===== src/hdl/edf_pkg.sv =====
// ----------------------------------------------------------------------------
// edf_pkg
// Shared types, sizes and helpers for the EDF task scheduler table.
// ----------------------------------------------------------------------------
`timescale 1ns / 1ps
`default_nettype none

package edf_pkg;

  localparam int TASK_SLOTS = 16;
  localparam int TIME_BITS  = 16;
  localparam int IDXW       = $clog2(TASK_SLOTS);
  // index compare width: holds TASK_SLOTS and any 4-bit target
  localparam int CMPW       = ((IDXW > 4) ? IDXW : 4) + 1;

  typedef logic [IDXW-1:0]      idx_t;
  typedef logic [TIME_BITS-1:0] time_t;

  localparam time_t TIME_ONES = '1;

  typedef enum logic [1:0] {
    ST_DORMANT  = 2'd0,
    ST_READY    = 2'd1,
    ST_RUNNING  = 2'd2,
    ST_SLEEPING = 2'd3
  } slot_state_t;

  typedef enum logic [3:0] {
    REQ_CREATE       = 4'd0,
    REQ_START        = 4'd1,
    REQ_SCHEDULE     = 4'd2,
    REQ_SET_DEADLINE = 4'd3,
    REQ_YIELD        = 4'd4,
    REQ_PERIOD_YIELD = 4'd5,
    REQ_SLEEP        = 4'd6,
    REQ_EXIT         = 4'd7,
    REQ_INFO         = 4'd8
  } req_code_t;

  // broadcast to every cell during a scan
  typedef struct packed {
    logic [3:0] tgt;
    idx_t       cur;
    logic       cur_known;
    logic       sched;
  } scan_ctl_t;

  // partial result handed from cell to cell
  typedef struct packed {
    logic        dorm_found;
    idx_t        dorm_idx;
    logic        best_found;
    idx_t        best_idx;
    time_t       best_dl;
    logic        any_other;
    slot_state_t tgt_state;
    time_t       tgt_dl_left;
    time_t       tgt_dl_init;
    time_t       tgt_sl_left;
    time_t       cur_dl;
    logic        cur_run;
  } scan_t;

  localparam scan_t SCAN_INIT = '{
    dorm_found:  1'b0,
    dorm_idx:    '0,
    best_found:  1'b0,
    best_idx:    '0,
    best_dl:     '0,
    any_other:   1'b0,
    tgt_state:   ST_DORMANT,
    tgt_dl_left: '0,
    tgt_dl_init: '0,
    tgt_sl_left: '0,
    cur_dl:      '0,
    cur_run:     1'b0
  };

  // table update, applied by every cell to its own slot
  typedef struct packed {
    logic        st_a_en;
    idx_t        st_a_idx;
    slot_state_t st_a_val;
    logic        st_b_en;
    idx_t        st_b_idx;
    slot_state_t st_b_val;
    logic        dl_en;
    idx_t        dl_idx;
    time_t       dl_val;
    logic        rl_en;
    idx_t        rl_idx;
    logic        sl_en;
    idx_t        sl_idx;
    time_t       sl_val;
  } slot_cmd_t;

  typedef struct packed {
    logic        status;
    logic [3:0]  running_task;
    logic        running_valid;
    logic        preempt;
    logic        resched_wanted;
    logic [3:0]  result_task;
    logic [1:0]  result_state;
    logic [15:0] result_deadline_left;
    logic [15:0] result_deadline_init;
    logic [15:0] result_sleep_left;
  } rsp_t;

  function automatic time_t sat_in(input logic [15:0] v);
    return (33'(v) > 33'(TIME_ONES)) ? TIME_ONES : TIME_BITS'(v);
  endfunction

  function automatic logic [15:0] sat_out(input time_t v);
    return (33'(v) > 33'(16'hFFFF)) ? 16'hFFFF : 16'(v);
  endfunction

  function automatic logic [3:0] idx_nib(input idx_t v);
    logic [CMPW-1:0] w;
    w = CMPW'(v);
    return w[3:0];
  endfunction

endpackage

`default_nettype wire


===== src/hdl/edf_req_if.sv =====
// ----------------------------------------------------------------------------
// edf_req_if
// Request channel: valid/ready handshake with the kernel call payload.
// ----------------------------------------------------------------------------
`timescale 1ns / 1ps
`default_nettype none

interface edf_req_if;
  logic        valid;
  logic        ready;
  logic [3:0]  req_type;
  logic [3:0]  target_task;
  logic [15:0] deadline_ms;
  logic [15:0] sleep_ms;

  modport source (output valid, req_type, target_task, deadline_ms, sleep_ms,
                  input ready);
  modport sink (input valid, req_type, target_task, deadline_ms, sleep_ms,
                output ready);
endinterface

`default_nettype wire


===== src/hdl/edf_rsp_if.sv =====
// ----------------------------------------------------------------------------
// edf_rsp_if
// Response channel: valid/ready handshake with the call result payload.
// ----------------------------------------------------------------------------
`timescale 1ns / 1ps
`default_nettype none

interface edf_rsp_if;
  logic        valid;
  logic        ready;
  logic        status;
  logic [3:0]  running_task;
  logic        running_valid;
  logic        preempt;
  logic        resched_wanted;
  logic [3:0]  result_task;
  logic [1:0]  result_state;
  logic [15:0] result_deadline_left;
  logic [15:0] result_deadline_init;
  logic [15:0] result_sleep_left;

  modport source (output valid, status, running_task, running_valid, preempt,
                  resched_wanted, result_task, result_state, result_deadline_left,
                  result_deadline_init, result_sleep_left,
                  input ready);
  modport sink (input valid, status, running_task, running_valid, preempt,
                resched_wanted, result_task, result_state, result_deadline_left,
                result_deadline_init, result_sleep_left,
                output ready);
endinterface

`default_nettype wire


===== src/hdl/edf_cell.sv =====
// ----------------------------------------------------------------------------
// edf_cell
// One task slot: holds state and times, folds itself into the scan carry
// when the scan reaches it, and applies broadcast table updates.
// ----------------------------------------------------------------------------
`timescale 1ns / 1ps
`default_nettype none

module edf_cell (
  input  logic              clk,
  input  logic              rst,
  input  edf_pkg::idx_t     cell_idx,
  input  edf_pkg::idx_t     scan_pos,
  input  logic              scan_en,
  input  edf_pkg::scan_ctl_t ctl,
  input  edf_pkg::scan_t    carry_in,
  output edf_pkg::scan_t    carry_out,
  input  edf_pkg::slot_cmd_t cmd
);
  import edf_pkg::*;

  slot_state_t state, state_next;
  time_t       dl_left, dl_left_next;
  time_t       dl_init, dl_init_next;
  time_t       sl_left, sl_left_next;
  scan_t       carry_next;
  logic        is_cur;
  logic        is_tgt;
  logic        rdy;

  assign is_cur = ctl.cur_known && (cell_idx == ctl.cur);
  assign is_tgt = CMPW'(cell_idx) == CMPW'(ctl.tgt);

  always_comb begin
    carry_next = carry_in;
    rdy = (cell_idx != '0) &&
          ((state == ST_READY) || (ctl.sched && is_cur && state == ST_RUNNING));
    if (cell_idx != '0 && state == ST_DORMANT && !carry_in.dorm_found) begin
      carry_next.dorm_found = 1'b1;
      carry_next.dorm_idx   = cell_idx;
    end
    if (rdy && (!carry_in.best_found || dl_left < carry_in.best_dl)) begin
      carry_next.best_found = 1'b1;
      carry_next.best_idx   = cell_idx;
      carry_next.best_dl    = dl_left;
    end
    if (state != ST_DORMANT && cell_idx != ctl.cur) begin
      carry_next.any_other = 1'b1;
    end
    if (is_tgt) begin
      carry_next.tgt_state   = state;
      carry_next.tgt_dl_left = dl_left;
      carry_next.tgt_dl_init = dl_init;
      carry_next.tgt_sl_left = sl_left;
    end
    if (cell_idx == ctl.cur) begin
      carry_next.cur_dl  = dl_left;
      carry_next.cur_run = (state == ST_RUNNING);
    end
  end

  always_comb begin
    state_next   = state;
    dl_left_next = dl_left;
    dl_init_next = dl_init;
    sl_left_next = sl_left;
    if (cmd.st_b_en && cmd.st_b_idx == cell_idx) begin
      state_next = cmd.st_b_val;
    end else if (cmd.st_a_en && cmd.st_a_idx == cell_idx) begin
      state_next = cmd.st_a_val;
    end
    if (cmd.dl_en && cmd.dl_idx == cell_idx) begin
      dl_left_next = cmd.dl_val;
      dl_init_next = cmd.dl_val;
    end
    if (cmd.rl_en && cmd.rl_idx == cell_idx) begin
      dl_left_next = dl_init;
    end
    if (cmd.sl_en && cmd.sl_idx == cell_idx) begin
      sl_left_next = cmd.sl_val;
    end
  end

  always_ff @(posedge clk) begin
    if (rst) begin
      state   <= ST_DORMANT;
      dl_left <= TIME_ONES;
      dl_init <= TIME_ONES;
      sl_left <= TIME_ONES;
    end else begin
      state   <= state_next;
      dl_left <= dl_left_next;
      dl_init <= dl_init_next;
      sl_left <= sl_left_next;
    end
  end

  always_ff @(posedge clk) begin
    if (scan_en && scan_pos == cell_idx) begin
      carry_out <= carry_next;
    end
  end

endmodule

`default_nettype wire


===== src/hdl/edf_task_scheduler_table_core.sv =====
// ----------------------------------------------------------------------------
// edf_task_scheduler_table_core
// Earliest-deadline-first task table built as a row of slot cells.
// ----------------------------------------------------------------------------
// From acceptance to a valid response, a request passes these steps: the
// accepting edge captures the request, the scan carry walks the row of slot
// cells one cell per cycle, and the commit updates the table and loads the
// response register. Requests are handled one at a time; the request channel
// reopens the cycle after the commit. A new request is taken while the
// previous response still waits; its commit then stalls until that response
// has been taken.
// ----------------------------------------------------------------------------
`timescale 1ns / 1ps
`default_nettype none

module edf_task_scheduler_table_core (
  input logic       clk,
  input logic       rst,
  edf_req_if.sink   req,
  edf_rsp_if.source rsp
);
  import edf_pkg::*;

  typedef enum logic [1:0] {S_IDLE, S_SCAN, S_COMMIT} fsm_t;

  fsm_t        fsm;
  idx_t        pos;
  logic [3:0]  rq_type;
  logic [3:0]  rq_tgt;
  time_t       rq_dl;
  time_t       rq_sl;
  idx_t        cur;
  logic        cur_known;
  logic        started;
  logic        rsp_valid;
  rsp_t        rsp_q;

  scan_ctl_t   ctl;
  scan_t       carry [TASK_SLOTS];
  scan_t       fin;
  slot_cmd_t   cmd;
  slot_cmd_t   cmd_calc;
  rsp_t        rsp_calc;
  idx_t        cur_next;
  logic        cur_known_next;
  logic        started_next;
  logic        commit;
  logic        scan_en;
  idx_t        pick;
  idx_t        tgt_idx;
  logic        tgt_ok;
  logic        err;

  function automatic logic beats(input logic st, input logic ck, input idx_t c,
                                 input idx_t slot, input time_t dl, input time_t cdl);
    return st && ck && (slot != c) && ((dl < cdl) || (dl == cdl && slot < c));
  endfunction

  assign req.ready = (fsm == S_IDLE);
  assign scan_en   = (fsm == S_SCAN);
  assign commit    = (fsm == S_COMMIT) && (!rsp_valid || rsp.ready);

  assign ctl.tgt       = rq_tgt;
  assign ctl.cur       = cur;
  assign ctl.cur_known = cur_known;
  assign ctl.sched     = (rq_type == REQ_SCHEDULE);

  for (genvar i = 0; i < TASK_SLOTS; i++) begin : g_cell
    edf_cell u_cell (
      .clk      (clk),
      .rst      (rst),
      .cell_idx (IDXW'(i)),
      .scan_pos (pos),
      .scan_en  (scan_en),
      .ctl      (ctl),
      .carry_in ((i == 0) ? SCAN_INIT : carry[(i == 0) ? 0 : i - 1]),
      .carry_out(carry[i]),
      .cmd      (cmd)
    );
  end

  assign fin     = carry[TASK_SLOTS-1];
  assign pick    = fin.best_found ? fin.best_idx : '0;
  assign tgt_idx = IDXW'(CMPW'(rq_tgt));
  assign tgt_ok  = CMPW'(rq_tgt) < CMPW'(TASK_SLOTS);
  assign cmd     = commit ? cmd_calc : '0;

  always_comb begin
    cmd_calc       = '0;
    rsp_calc       = '0;
    cur_next       = cur;
    cur_known_next = cur_known;
    started_next   = started;
    err            = 1'b0;
    unique case (req_code_t'(rq_type))
      REQ_CREATE: begin
        if (rq_dl == '0 || !fin.dorm_found) begin
          err = 1'b1;
        end else begin
          cmd_calc.st_a_en  = 1'b1;
          cmd_calc.st_a_idx = fin.dorm_idx;
          cmd_calc.st_a_val = ST_READY;
          cmd_calc.dl_en    = 1'b1;
          cmd_calc.dl_idx   = fin.dorm_idx;
          cmd_calc.dl_val   = rq_dl;
          rsp_calc.preempt  = beats(started, cur_known, cur, fin.dorm_idx, rq_dl,
                                    fin.cur_dl);
          rsp_calc.result_task = idx_nib(fin.dorm_idx);
        end
      end
      REQ_START: begin
        if (started) begin
          err = 1'b1;
        end else begin
          cmd_calc.st_a_en  = 1'b1;
          cmd_calc.st_a_idx = '0;
          cmd_calc.st_a_val = ST_READY;
          cmd_calc.st_b_en  = 1'b1;
          cmd_calc.st_b_idx = pick;
          cmd_calc.st_b_val = ST_RUNNING;
          cur_next          = pick;
          cur_known_next    = 1'b1;
          started_next      = 1'b1;
        end
      end
      REQ_SCHEDULE: begin
        if (!started) begin
          err = 1'b1;
        end else begin
          cmd_calc.st_a_en  = cur_known && fin.cur_run;
          cmd_calc.st_a_idx = cur;
          cmd_calc.st_a_val = ST_READY;
          cmd_calc.st_b_en  = 1'b1;
          cmd_calc.st_b_idx = pick;
          cmd_calc.st_b_val = ST_RUNNING;
          cur_next          = pick;
          cur_known_next    = 1'b1;
        end
      end
      REQ_SET_DEADLINE: begin
        if (rq_tgt == '0 || !tgt_ok || rq_dl == '0 || fin.tgt_state != ST_READY) begin
          err = 1'b1;
        end else begin
          cmd_calc.dl_en   = 1'b1;
          cmd_calc.dl_idx  = tgt_idx;
          cmd_calc.dl_val  = rq_dl;
          rsp_calc.preempt = beats(started, cur_known, cur, tgt_idx, rq_dl, fin.cur_dl);
        end
      end
      REQ_YIELD: begin
        if (!started) begin
          err = 1'b1;
        end else begin
          cmd_calc.rl_en          = 1'b1;
          cmd_calc.rl_idx         = cur;
          rsp_calc.resched_wanted = 1'b1;
        end
      end
      REQ_PERIOD_YIELD, REQ_SLEEP: begin
        if (!started) begin
          err = 1'b1;
        end else begin
          cmd_calc.sl_val = (rq_type == REQ_SLEEP) ? rq_sl : fin.cur_dl;
          if (cmd_calc.sl_val != '0 && cur != '0) begin
            cmd_calc.st_a_en        = 1'b1;
            cmd_calc.st_a_idx       = cur;
            cmd_calc.st_a_val       = ST_SLEEPING;
            cmd_calc.sl_en          = 1'b1;
            cmd_calc.sl_idx         = cur;
            rsp_calc.resched_wanted = 1'b1;
          end
        end
      end
      REQ_EXIT: begin
        if (!started) begin
          err = 1'b1;
        end else begin
          cmd_calc.st_a_en        = 1'b1;
          cmd_calc.st_a_idx       = cur;
          cmd_calc.st_a_val       = ST_DORMANT;
          rsp_calc.resched_wanted = fin.any_other;
        end
      end
      REQ_INFO: begin
        if (!tgt_ok || fin.tgt_state == ST_DORMANT) begin
          err = 1'b1;
        end else begin
          rsp_calc.result_task          = rq_tgt;
          rsp_calc.result_state         = fin.tgt_state;
          rsp_calc.result_deadline_left = sat_out(fin.tgt_dl_left);
          rsp_calc.result_deadline_init = sat_out(fin.tgt_dl_init);
          rsp_calc.result_sleep_left    = sat_out(fin.tgt_sl_left);
        end
      end
      default: begin
        err = 1'b1;
      end
    endcase
    if (err) begin
      cmd_calc = '0;
      rsp_calc = '0;
    end
    rsp_calc.status        = err;
    rsp_calc.running_task  = idx_nib(cur_next);
    rsp_calc.running_valid = cur_known_next;
  end

  always_ff @(posedge clk) begin
    if (rst) begin
      fsm       <= S_IDLE;
      pos       <= '0;
      cur       <= '0;
      cur_known <= 1'b0;
      started   <= 1'b0;
      rsp_valid <= 1'b0;
    end else begin
      if (commit) begin
        rsp_valid <= 1'b1;
      end else if (rsp.ready) begin
        rsp_valid <= 1'b0;
      end
      unique case (fsm)
        S_IDLE: begin
          if (req.valid) begin
            rq_type <= req.req_type;
            rq_tgt  <= req.target_task;
            rq_dl   <= sat_in(req.deadline_ms);
            rq_sl   <= sat_in(req.sleep_ms);
            pos     <= '0;
            fsm     <= S_SCAN;
          end
        end
        S_SCAN: begin
          if (pos == IDXW'(TASK_SLOTS - 1)) begin
            fsm <= S_COMMIT;
          end else begin
            pos <= pos + 1'b1;
          end
        end
        S_COMMIT: begin
          if (commit) begin
            cur       <= cur_next;
            cur_known <= cur_known_next;
            started   <= started_next;
            rsp_q     <= rsp_calc;
            fsm       <= S_IDLE;
          end
        end
        default: begin
          fsm <= S_IDLE;
        end
      endcase
    end
  end

  assign rsp.valid                = rsp_valid;
  assign rsp.status               = rsp_q.status;
  assign rsp.running_task         = rsp_q.running_task;
  assign rsp.running_valid        = rsp_q.running_valid;
  assign rsp.preempt              = rsp_q.preempt;
  assign rsp.resched_wanted       = rsp_q.resched_wanted;
  assign rsp.result_task          = rsp_q.result_task;
  assign rsp.result_state         = rsp_q.result_state;
  assign rsp.result_deadline_left = rsp_q.result_deadline_left;
  assign rsp.result_deadline_init = rsp_q.result_deadline_init;
  assign rsp.result_sleep_left    = rsp_q.result_sleep_left;

endmodule

`default_nettype wire


===== src/flat_wrapper.sv =====
// flat-port wrapper written by rule: the top's interface ports become plain ports
module edf_task_scheduler_table_core_flat import edf_pkg::*;
  (clk, rst, req_valid, req_req_type, req_target_task, req_deadline_ms, req_sleep_ms, req_ready, rsp_valid, rsp_status, rsp_running_task, rsp_running_valid, rsp_preempt, rsp_resched_wanted, rsp_result_task, rsp_result_state, rsp_result_deadline_left, rsp_result_deadline_init, rsp_result_sleep_left, rsp_ready);
  edf_req_if req_i ();
  edf_rsp_if rsp_i ();
  input logic clk;
  input logic rst;
  input wire logic [$bits(req_i.valid)-1:0] req_valid;
  input wire logic [$bits(req_i.req_type)-1:0] req_req_type;
  input wire logic [$bits(req_i.target_task)-1:0] req_target_task;
  input wire logic [$bits(req_i.deadline_ms)-1:0] req_deadline_ms;
  input wire logic [$bits(req_i.sleep_ms)-1:0] req_sleep_ms;
  output wire logic [$bits(req_i.ready)-1:0] req_ready;
  output wire logic [$bits(rsp_i.valid)-1:0] rsp_valid;
  output wire logic [$bits(rsp_i.status)-1:0] rsp_status;
  output wire logic [$bits(rsp_i.running_task)-1:0] rsp_running_task;
  output wire logic [$bits(rsp_i.running_valid)-1:0] rsp_running_valid;
  output wire logic [$bits(rsp_i.preempt)-1:0] rsp_preempt;
  output wire logic [$bits(rsp_i.resched_wanted)-1:0] rsp_resched_wanted;
  output wire logic [$bits(rsp_i.result_task)-1:0] rsp_result_task;
  output wire logic [$bits(rsp_i.result_state)-1:0] rsp_result_state;
  output wire logic [$bits(rsp_i.result_deadline_left)-1:0] rsp_result_deadline_left;
  output wire logic [$bits(rsp_i.result_deadline_init)-1:0] rsp_result_deadline_init;
  output wire logic [$bits(rsp_i.result_sleep_left)-1:0] rsp_result_sleep_left;
  input wire logic [$bits(rsp_i.ready)-1:0] rsp_ready;
  assign req_i.valid = req_valid;
  assign req_i.req_type = req_req_type;
  assign req_i.target_task = req_target_task;
  assign req_i.deadline_ms = req_deadline_ms;
  assign req_i.sleep_ms = req_sleep_ms;
  assign req_ready = req_i.ready;
  assign rsp_valid = rsp_i.valid;
  assign rsp_status = rsp_i.status;
  assign rsp_running_task = rsp_i.running_task;
  assign rsp_running_valid = rsp_i.running_valid;
  assign rsp_preempt = rsp_i.preempt;
  assign rsp_resched_wanted = rsp_i.resched_wanted;
  assign rsp_result_task = rsp_i.result_task;
  assign rsp_result_state = rsp_i.result_state;
  assign rsp_result_deadline_left = rsp_i.result_deadline_left;
  assign rsp_result_deadline_init = rsp_i.result_deadline_init;
  assign rsp_result_sleep_left = rsp_i.result_sleep_left;
  assign rsp_i.ready = rsp_ready;
  edf_task_scheduler_table_core u_core (.clk(clk), .rst(rst), .req(req_i), .rsp(rsp_i));
endmodule

===== config.mk =====
export PLATFORM = sky130hd
export DESIGN_NAME = edf_task_scheduler_table_core_flat
export DESIGN_NICKNAME = d
export VERILOG_FILES = /design/src/hdl/edf_pkg.sv /design/src/hdl/edf_req_if.sv /design/src/hdl/edf_rsp_if.sv /design/src/hdl/edf_cell.sv /design/src/hdl/edf_task_scheduler_table_core.sv /design/src/flat_wrapper.sv
export SDC_FILE = /design/constraint.sdc
export NUM_CORES = 2
export LEC_CHECK = 0
export ABC_AREA = 1
export BUFFER_PORTS_ARGS = -buffer_cell sky130_fd_sc_hd__buf_2
export CAP_MARGIN = 40
export CORE_ASPECT_RATIO = 2
export CORE_MARGIN = 2
export CORE_UTILIZATION = 55
export CTS_CLUSTER_DIAMETER = 30
export DETAILED_ROUTE_END_ITERATION = 8
export PLACE_DENSITY = 0.74
export SETUP_SLACK_MARGIN = 0.3
export SLEW_MARGIN = 10
export SYNTH_ARGS = -nofsm -noshare
export SYNTH_HDL_FRONTEND = slang
export SYNTH_HIERARCHICAL = 1
export SYNTH_SLANG_ARGS = --single-unit

===== constraint.sdc =====
create_clock -name clk -period 15.26 [get_ports clk]
set_clock_uncertainty 0.1 [all_clocks]
set_input_delay 3.052 -clock clk [delete_from_list [all_inputs] [get_ports clk]]
set_output_delay 3.052 -clock clk [all_outputs]
set_load 0.01 [all_outputs]

==> key figures <==
Run status
  • Status: completed

Route
  • Starting DRC count in detailed routing: 5991
  • DRC: 0
  • DR pass1 iterations: 8
  • Routed Antenna Nets: 0
  • Met2 WL: ~180000 um
  • DRT met1 WL: ~95000 um
  • Routed WL: 326200 um
  • Vias per cell: 5.537
  • Uppermost layer routed: met5
  • Wire length on met3: 16240 um
  • Avg WL per Cell: a little over 20 um
  • Routed via count: 89870

GRT
  • GRT overflow: 0
  • Initial antenna violation count: 8
  • Largest net degree at the start of global routing: 177
  • Vias in the first global route: roughly 91000
  • GRT Total Usage: between 30% and 40%
  • First-pass GRT wire length: 496600 um

STA
  • Fin crit period: 6.070 ns
  • Unrepaired setup endpoints after global routing: false
  • Max Slew Vio Count: 0
  • Final Hold Vio Count: 0
  • Worst-Margin Slew: 0.9853 ns
  • Slew HR: about a third
  • Post-route setup TNS: 0 ns
  • Fmax: 164.7 MHz
  • Final worst slack: slightly above 9 ns
  • Tcrit/Tclk final: 39.78%
  • Setup-failing EPs final: 0

Power and ir drop
  • Pwr dens: 118.7 nW/um^2
  • Peak VDD IR: 0.1018 mV
  • LEAKAGE: about 59 nW
  • Design Power: 15.45 mW

Min path
  • Hold Path Origin: u_core/g_cell[12].u_cell/sl_left[12]
  • Hold Crit Depth: 2
  • Hold WC Path Type: register to register
  • Hold Path End: u_core/g_cell[12].u_cell/sl_left[12]

Place
  • Pre-CTS WS: 8.432 ns
  • Number of port buffers: 107
  • Routability congestion estimate: roughly 0.96
  • Hpwl dp: 241300 um

Floorplan
  • Die area: 213000 um^2
  • I/O pin count: 108
  • Initial Util: ~55%
  • Height of the die: 650.7 um
  • Core area: 208200 um^2
  • FP Rows: approximately 240
  • Chip width: 327.3 um

Synth
  • Synth warnings: 6
  • Mapped cell area: 115000 um^2
  • Gate Count Post-Synth: 13020
  • Avg Inst Size Synth: 8.832 um^2

Setup path
  • CP Launch Type: input pin
  • WP data arrival: 6.76 ns
  • Reg-to-reg startpoint: u_core/rq_type[3]
  • Kind of critical path: input pin to register
  • FF-to-FF path depth: 18
  • Critical R2R Capture: u_core/g_cell[5].u_cell/sl_left[0]
  • Critical-path maximum fanout: 81
  • Worst setup EP type: register
  • CP required: 15.95 ns
  • Worst reg2reg setup slack: around 9.8 ns

CTS
  • Hold buffer count at CTS: 0
  • CTS H-Tree Depth: 5
  • Clock Latency Late Sink: 0.88 ns
  • Post-CTS Resized: 0
  • Clock Path Buffers: 4
  • Clock transition at path regs: 0.06 ns
  • Setup bufs post-CTS: 0
  • Clk sinks: 2403
  • Root buf cell: clkbuf_16
  • CTS tree: done
  • Clock buffer count from CTS: 330

Finish
  • Fin nets: 13510
  • Share of layout cells above drive strength 1: 9.639%
  • Filler instances: approximately 17000
  • Synthesis-to-layout area growth: 13.15%
  • Post-layout util: 62.51%

Job
  • Max-Cap Viols: 0
[where the power goes]
group	internal (mW)	switching, mW
Clock	4.68	3.11
Combinational	0.188	0.459
Sequential	6.99	0.0204
[worst max-delay path, stage by stage]
cell and delay (ns):
buf_8 0.24, buf_4 0.63, buf_4 0.70, buf_4 0.79
buf_4 0.83, a21oi_1 0.10, o21ai_1 0.11
[layout by cell type (no fill, tap or decap), drive strengths merged, types with 23 or more instances in the layout]
master and instances:
clkinvlp 29, o22ai 80, nand2 2733, xor2 128
clkinv 87, conb 223, xnor2 128, o21ai 1795
a21oi 533, buf 332, or2 33, dfxtp 813
ha 265, nor2 1305, edfxtp 1590, nor3 61
nand4 56, bufinv 23, nand3 935, inv 1836
clkbuf 374
[flip-flops by register name, summed over array words and instances (netlist names), 2 cells and up]
register and count:
u_core/pos 4, u_core/rsp.result_state 2, u_core/rq_sl 16, u_core/rq_dl 16, u_core/cur 4, u_core/g_cell.u_cell/dl_left 256
u_core/rq_tgt 4, u_core/g_cell.u_cell/dl_init 256, u_core/rsp.result_task 4, u_core/rq_type 4, u_core/rsp.result_deadline_init 16, u_core/fsm 2
u_core/rsp.running_task 4, u_core/rsp.result_deadline_left 16, u_core/g_cell.u_cell/sl_left 256, u_core/g_cell.u_cell/carry_out 1488, u_core/g_cell.u_cell/state 32, u_core/rsp.result_sleep_left 16
[worst max-delay path by stage]
stage	to	cells past startpoint	slack (ns)	from
finish	u_core/g_cell[10].u_cell/sl_left[11]	7	9.19	rst
global route	u_core/g_cell[8].u_cell/sl_left[13]	7	9.02	rst
CTS	u_core/g_cell[8].u_cell/dl_init[3]	7	9.35	rst
detailed placement	u_core/g_cell[8].u_cell/dl_init[3]	7	8.43	rst
global placement	u_core/g_cell[15].u_cell/dl_left[4]	15	7.13	rsp_ready
floorplan	u_core/g_cell[15].u_cell/carry_out[0]	4	0.99	u_core/fsm[0]
[layer usage]
metal  vias up  track usage, %
li1      43020               -
met1     42080           24.49
met2      3297           58.41
met3      1472           4.795
met4         6           31.24
met5         -               0
[cell type report]
type	count	area [um^2]	share of cell area (%)
Tap cell	2748	3438	2.642
Inverter	1743	6560	5.042
Antenna cell	5	12.51	0.009616
Clock inverter	232	2469	1.897
Timing Repair Buffer	332	3034	2.332
Multi-Input combinational cell	8393	41750	32.08
Sequential cell	2403	64020	49.20
Clock buffer	374	8840	6.794
[through the flow]
stage	cells	area, um^2	hold slack (ns)
4_1_cts	16220	130000	0.3582
3_3_place_gp	15560	117500	0.3446
3_5_place_dp	15620	118700	0.3465
6_report	16230	130100	0.3551
5_1_grt	16230	130100	0.3698
2_1_floorplan	13240	115800	0.3324
Power figures use the tool's default switching activity.
